===== src/rtl/qcrr_pkg.sv =====
`timescale 1ns / 1ps
`default_nettype none
// ----------------------------------------------------------------------------
// qcrr_pkg
// Shared types and constants of the QUIC connection-id route rewriter.
// ----------------------------------------------------------------------------
package qcrr_pkg;

  // Default sizes.
  localparam int TableDepthDef = 64;
  localparam int HdrWordsDef   = 24;

  // Header field values.
  localparam logic [15:0] EthTypeIpv4 = 16'h0800;
  localparam logic [7:0]  ProtoUdp    = 8'd17;
  localparam logic [7:0]  QuicMask    = 8'hC0;
  localparam logic [7:0]  QuicShort   = 8'h40;
  localparam logic [3:0]  IhlMin      = 4'd5;

  // Input command codes.
  localparam logic CmdData  = 1'b0;
  localparam logic CmdTable = 1'b1;

  // One table slot.
  typedef struct packed {
    logic [63:0] key;
    logic [31:0] ip;
    logic [15:0] port;
    logic [47:0] dst_mac;
    logic [47:0] src_mac;
  } qcrr_entry_t;

  // Outcome of the header check after one word.
  typedef enum logic [1:0] {
    DEC_WAIT,
    DEC_PASS,
    DEC_SCAN
  } qcrr_dec_e;

  // Controller states.
  typedef enum logic [1:0] {
    ST_COLLECT,
    ST_SCAN,
    ST_FLUSH,
    ST_STREAM
  } qcrr_state_e;

  // Commands from the controller to the datapath.
  typedef struct packed {
    logic capture;
    logic tbl_wr;
    logic set_pass;
    logic scan_start;
    logic scan_run;
    logic flush_load;
    logic pass_load;
  } qcrr_cmd_t;

  // Status from the datapath to the controller.
  typedef struct packed {
    qcrr_dec_e dec;
    logic      scan_hit;
    logic      scan_miss;
    logic      flush_end;
    logic      fin_last;
    logic      out_free;
  } qcrr_status_t;

endpackage
`default_nettype wire


===== src/rtl/qcrr_ctrl.sv =====
`timescale 1ns / 1ps
`default_nettype none
// ----------------------------------------------------------------------------
// qcrr_ctrl
// Sequencer: collects the header, runs the table scan if one is needed,
// flushes the held words and then streams the rest of the packet.
// ----------------------------------------------------------------------------
module qcrr_ctrl (
  input  wire logic                   clk_i,
  input  wire logic                   rst_ni,
  input  wire logic                   in_valid_i,
  input  wire logic                   cmd_i,
  input  wire logic                   last_word_i,
  output logic                        in_stall_o,
  input  wire qcrr_pkg::qcrr_status_t status_i,
  output qcrr_pkg::qcrr_cmd_t         ctrl_o
);
  import qcrr_pkg::*;

  qcrr_state_e state_q, state_d;

  // State register.
  always_ff @(posedge clk_i or negedge rst_ni) begin
    if (!rst_ni) begin
      state_q <= ST_COLLECT;
    end else begin
      state_q <= state_d;
    end
  end

  // Next state and commands.
  always_comb begin
    state_d    = state_q;
    ctrl_o     = '0;
    in_stall_o = 1'b1;
    case (state_q)
      ST_COLLECT: begin
        in_stall_o = 1'b0;
        if (in_valid_i) begin
          if (cmd_i == CmdTable) begin
            ctrl_o.tbl_wr = 1'b1;
          end else begin
            ctrl_o.capture = 1'b1;
            case (status_i.dec)
              DEC_PASS: begin
                ctrl_o.set_pass = 1'b1;
                state_d         = ST_FLUSH;
              end
              DEC_SCAN: begin
                ctrl_o.scan_start = 1'b1;
                state_d           = ST_SCAN;
              end
              default: begin
                state_d = ST_COLLECT;
              end
            endcase
          end
        end
      end
      ST_SCAN: begin
        ctrl_o.scan_run = 1'b1;
        if (status_i.scan_hit || status_i.scan_miss) begin
          state_d = ST_FLUSH;
        end
      end
      ST_FLUSH: begin
        if (status_i.out_free) begin
          ctrl_o.flush_load = 1'b1;
          if (status_i.flush_end) begin
            state_d = status_i.fin_last ? ST_COLLECT : ST_STREAM;
          end
        end
      end
      ST_STREAM: begin
        in_stall_o = !status_i.out_free;
        if (in_valid_i && status_i.out_free) begin
          if (cmd_i == CmdTable) begin
            ctrl_o.tbl_wr = 1'b1;
          end else begin
            ctrl_o.pass_load = 1'b1;
            if (last_word_i) begin
              state_d = ST_COLLECT;
            end
          end
        end
      end
      default: begin
        state_d = ST_COLLECT;
      end
    endcase
  end

endmodule
`default_nettype wire


===== config.mk =====
export PLATFORM = sky130hd
export DESIGN_NAME = qcrr_ctrl
export DESIGN_NICKNAME = d
export VERILOG_FILES = /design/src/rtl/qcrr_pkg.sv /design/src/rtl/qcrr_ctrl.sv
export SDC_FILE = /design/constraint.sdc
export NUM_CORES = 1
export LEC_CHECK = 0
export ABC_AREA = 1
export BUFFER_PORTS_ARGS = -buffer_cell sky130_fd_sc_hd__buf_2
export CORE_AREA = 2 2 39 41
export CTS_BUF_LIST = sky130_fd_sc_hd__clkbuf_8 sky130_fd_sc_hd__clkbuf_16
export DETAILED_ROUTE_END_ITERATION = 8
export DIE_AREA = 0 0 41 43
export PLACE_DENSITY = 0.56
export SYNTH_ARGS = -nofsm -noshare
export SYNTH_HDL_FRONTEND = slang
export SYNTH_SLANG_ARGS = --single-unit

===== constraint.sdc =====
create_clock -name clk_i -period 3.1 [get_ports clk_i]
set_input_delay 0.31 -clock clk_i [delete_from_list [all_inputs] [get_ports clk_i]]
set_output_delay 0.31 -clock clk_i [all_outputs]
set_load 0.005 [all_outputs]

* After elaboration in Yosys (flattened, before gate mapping) *
Cells that the tools add are included.

word-level totals
  register bits = 2
  input port bits = 12
  output and inout port bits = 8
  word-level logic and storage cells = 46

operators by class
  equal/unequal tests = 13
  muxes and demuxes = 27
  reductions and logical operators = 5

operators by type and width
  cell                                                                    number
  2-bit 2-to-1 mux                                                        11
  2-bit inequality test (second input constant)                           8
  1-bit 2-to-1 mux                                                        11
  2-bit one-hot mux with 4 select lines                                   1
  8-bit AND reduction                                                     1
  2-bit equality test (second input constant)                             3
  2-bit by 1-bit equality test with 1-bit output (second input constant)  2
  4-bit 2-to-1 mux                                                        1
  1-bit one-hot mux with 2 select lines                                   2
  2-bit one-hot mux with 2 select lines                                   1
  2-bit zero test                                                         1
  1-bit logical AND                                                       1
  1-bit zero test                                                         1
  1-bit logical OR                                                        1

* Logic depth before layout (Yosys ltp) *
  depth in word-level cells = 5
  mapped depth = 8
  mapped depth without buffers = 8

* Worst setup path after synthesis *
OpenSTA, ideal clock, no wires.

  path type = register -> output
  from = register state_q[0]
  to = output port ctrl_o[3] (netlist name)
  data arrival time = 1002 ps
  required time = 2790 ps
  slack = 1788 ps
  stages on the path, launching flop included = 7
  buffers on the path = 0
  cell sequence = dfrtp_1 > inv_1 > ha_1 > inv_1 > nor2_1 > nand2_1 > nor2_1

RTL lines
  what                    RTL line         text
  start, declared         qcrr_ctrl.sv:20  qcrr_state_e state_q, state_d;
  start signal, assigned  qcrr_ctrl.sv:27  state_q <= state_d;
  end, declared           qcrr_ctrl.sv:16  output qcrr_pkg::qcrr_cmd_t ctrl_o

==> summary.txt <==
Logic synthesis
  • Yosys reg bits: 2
  • Post-Syn Nets: 80
  • Avg Inst Size Synth: 5.671 µm²
  • Mapped Area: 351.6 µm²
  • Register area share after synthesis: 14.23%
  • Yosys cell types: 11
  • Synthesized instance count: 62
  • YS warnings: 0

Power and ir drop
  • Peak supply drop: 0.0003420 V
  • Total Power: 0.0003507 W
  • Sw frac: 42.38%
  • Power share of the clock group: 28.9%
  • Sequential power share: 13.7%
  • Combinational power share: 57.3%
  • Sw Pwr: 0.0001486 W
  • Leakage power: 0.3390 nW
  • Internal: 0.0002021 W
  • PwrDens: 677.0 nW/µm²

Floorplanning
  • Core ar.: 1384 µm²
  • Die width: 41 µm
  • Die area: 1763 µm²
  • Chip height: 43 µm
  • Num rows: 14
  • Starting density of the core: 25.41%
  • # IOs: 20

Timing
  • Worst rel slew slack: 86.33%
  • Count of final setup violators: 0
  • Setup TNS: 0 ns
  • Fmax achieved: 593.3 MHz
  • Worst clock skew: 0.001684 ns
  • Final Max Tran Viols: 0
  • Hold Vio Cnt, Final: 0
  • Final period util: 54.37%
  • Final worst path period need: 1.685 ns
  • Unrepaired setup endpoints after global routing: no
  • Worst-Margin Slew: 0.2029 ns

Outcome
  • Status: complete, no violations

CTS
  • Setup bufs post-CTS: 0
  • Clk sinks: 2
  • Post-CTS sizing: 0
  • H-tree depth: 1
  • Cts bufs inserted: 3
  • Cts hold-fix bufs: 1
  • Clock latency on the worst-skew pair: 0.21 ns
  • Maximum root-to-sink buffer count: 2
  • CTS tree: done
  • Worst-path clk slew: 0.03 ns
  • CTS root buffer: clkbuf_8

Detailed routing
  • Vias/cell: 4.277
  • Final WL: 892 µm
  • Post-DRT Antenna Nets: 0
  • Remaining DRCs: 0
  • Vias: 432
  • DR pass1 iterations: 3
  • Per-cell routed wire length: 8.832 µm
  • Initial DRC count: 7

Layout
  • Layout area overhead: 47.33%
  • Final Util: 37.43%
  • Share of cells above drive strength 1: 29.41%
  • Final #Nets: 105
  • Largest registers: state_q (2)
  • Flip-flop count of the largest register after layout: 2
  • Diodes inserted: 0
  • Post-route cell area: 518.0 µm²
  • Largest register by flop count: state_q

Placed design
  • Post-DP HPWL: 768.7 µm
  • PortBufs: 19
  • Dpl cell area: 466.7 µm²
  • Gpl congestion: 0.7756

GRT
  • Vias in the first global route: 397
  • First-pass GRT wire length: 1462 µm
  • GRT Resource Usage Total: 12.56%
  • Largest net degree at the start of global routing: 7
  • Antenna violations before repair: 0
  • Gr ovfl total: 0

Worst hold path
  • Worst hold path class: in2async

Critical path
  • Worst Path Arrival: 1.38 ns
  • Crit Path Max Fanout: 5
  • Worst Setup Path Type: reg2out
  • CP Capture Type: primary output
  • Critical path startpoint category: flip-flop
  • Critical path required time: 2.79 ns

Job
  • Max-cap viol count: 0
-- layout make-up --
| class | count | area [µm²] |
|---|---|---|
| fill | 168 | 865.8 |
| multi-input combinational | 48 | 256.5 |
| timing repair buffer | 20 | 105.1 |
| sequential | 2 | 50.05 |
| inverter | 12 | 45.04 |
| clock buffer | 3 | 41.29 |
| tap | 16 | 20.02 |
-- critical path: stages (launching register included) --
cell and delay (ns):
dfrtp_1 0.41, inv_1 0.12, ha_1 0.23, inv_1 0.07, nor2_1 0.08, nand2_1 0.06
nor2_1 0.08, buf_2 0.11
-- final timing paths --
kind	from	cells past startpoint	to	slack, ns
min	rst_ni	2	state_q[0]$_DFFE_PN0P_	0.42
max in group asynchronous	rst_ni	2	state_q[1]$_DFFE_PN0P_	2.59
max	state_q[0]$_DFFE_PN0P_	7	ctrl_o[3]	1.41
min reg2reg	state_q[0]$_DFFE_PN0P_	2	state_q[0]$_DFFE_PN0P_	0.60
min in group clk_i	status_i[6]	5	state_q[0]$_DFFE_PN0P_	0.52
max reg2reg	state_q[0]$_DFFE_PN0P_	6	state_q[1]$_DFFE_PN0P_	1.77
-- synthesized netlist by cell type --
library cell  instances  area [µm²]
nand2_1              21       78.83
ha_1                  6       75.07
nand3_1               4       20.02
o21ai_0               5       25.02
inv_1                12       45.04
a21oi_1               1       5.000
dfrtp_1               2       50.05
nor3_1                3       15.01
nor2_2                2       12.51
nand2_2               1       6.260
nor2_1                5       18.77
-- power groups by stage --
stage / Sequential [W] / Combinational [W] / Clock [W]
2_1_floorplan: 0.0000466 / 0.000142 / 0
3_3_place_gp: 0.0000483 / 0.000204 / 0
3_5_place_dp: 0.0000489 / 0.000203 / 0
4_1_cts: 0.0000488 / 0.000205 / 0.000105
5_1_grt: 0.0000516 / 0.000237 / 0.000108
6_report: 0.0000482 / 0.000201 / 0.000101
-- kinds of logic after synthesis --
kind of cell / share of synthesized area, %
simple gates: 43.06
buf+inv: 12.81
compound gates: 8.538
fa+ha+maj: 21.35
flops: 14.24
-- routing by layer --
| layer | vias up | global-route usage (%) | share of wire [%] |
|---|---|---|---|
| li1 | 236 | - | - |
| met4 | 0 | 8.000 | 0.90 |
| met1 | 177 | 12.58 | 44 |
| met2 | 17 | 20.31 | 47 |
| met3 | 2 | 4.712 | 8.2 |
| met5 | - | 0 | 0 |
-- through the flow --
stage	setup WS, ns	hold WS [ns]	std cells
after floorplan	1.788	0.01441	62
after global placement	1.656	0.09497	97
after detailed placement	1.627	0.09638	97
after CTS	1.399	0.4109	101
after global routing	1.273	0.4186	101
final	1.415	0.4186	101
-- cell usage in the layout, fill, tap and decap left out --
cell type	instances
a21oi_1	1
nand2_2	1
nand2_1	21
clkbuf_8	3
nor2_2	2
dfrtp_1	2
o21ai_0	5
nor2_1	5
buf_2	19
dlygate4sd3_1	1
inv_1	12
nand3_1	4
ha_1	6
nor3_1	3
No activity file was read; power rests on OpenSTA's default activity.
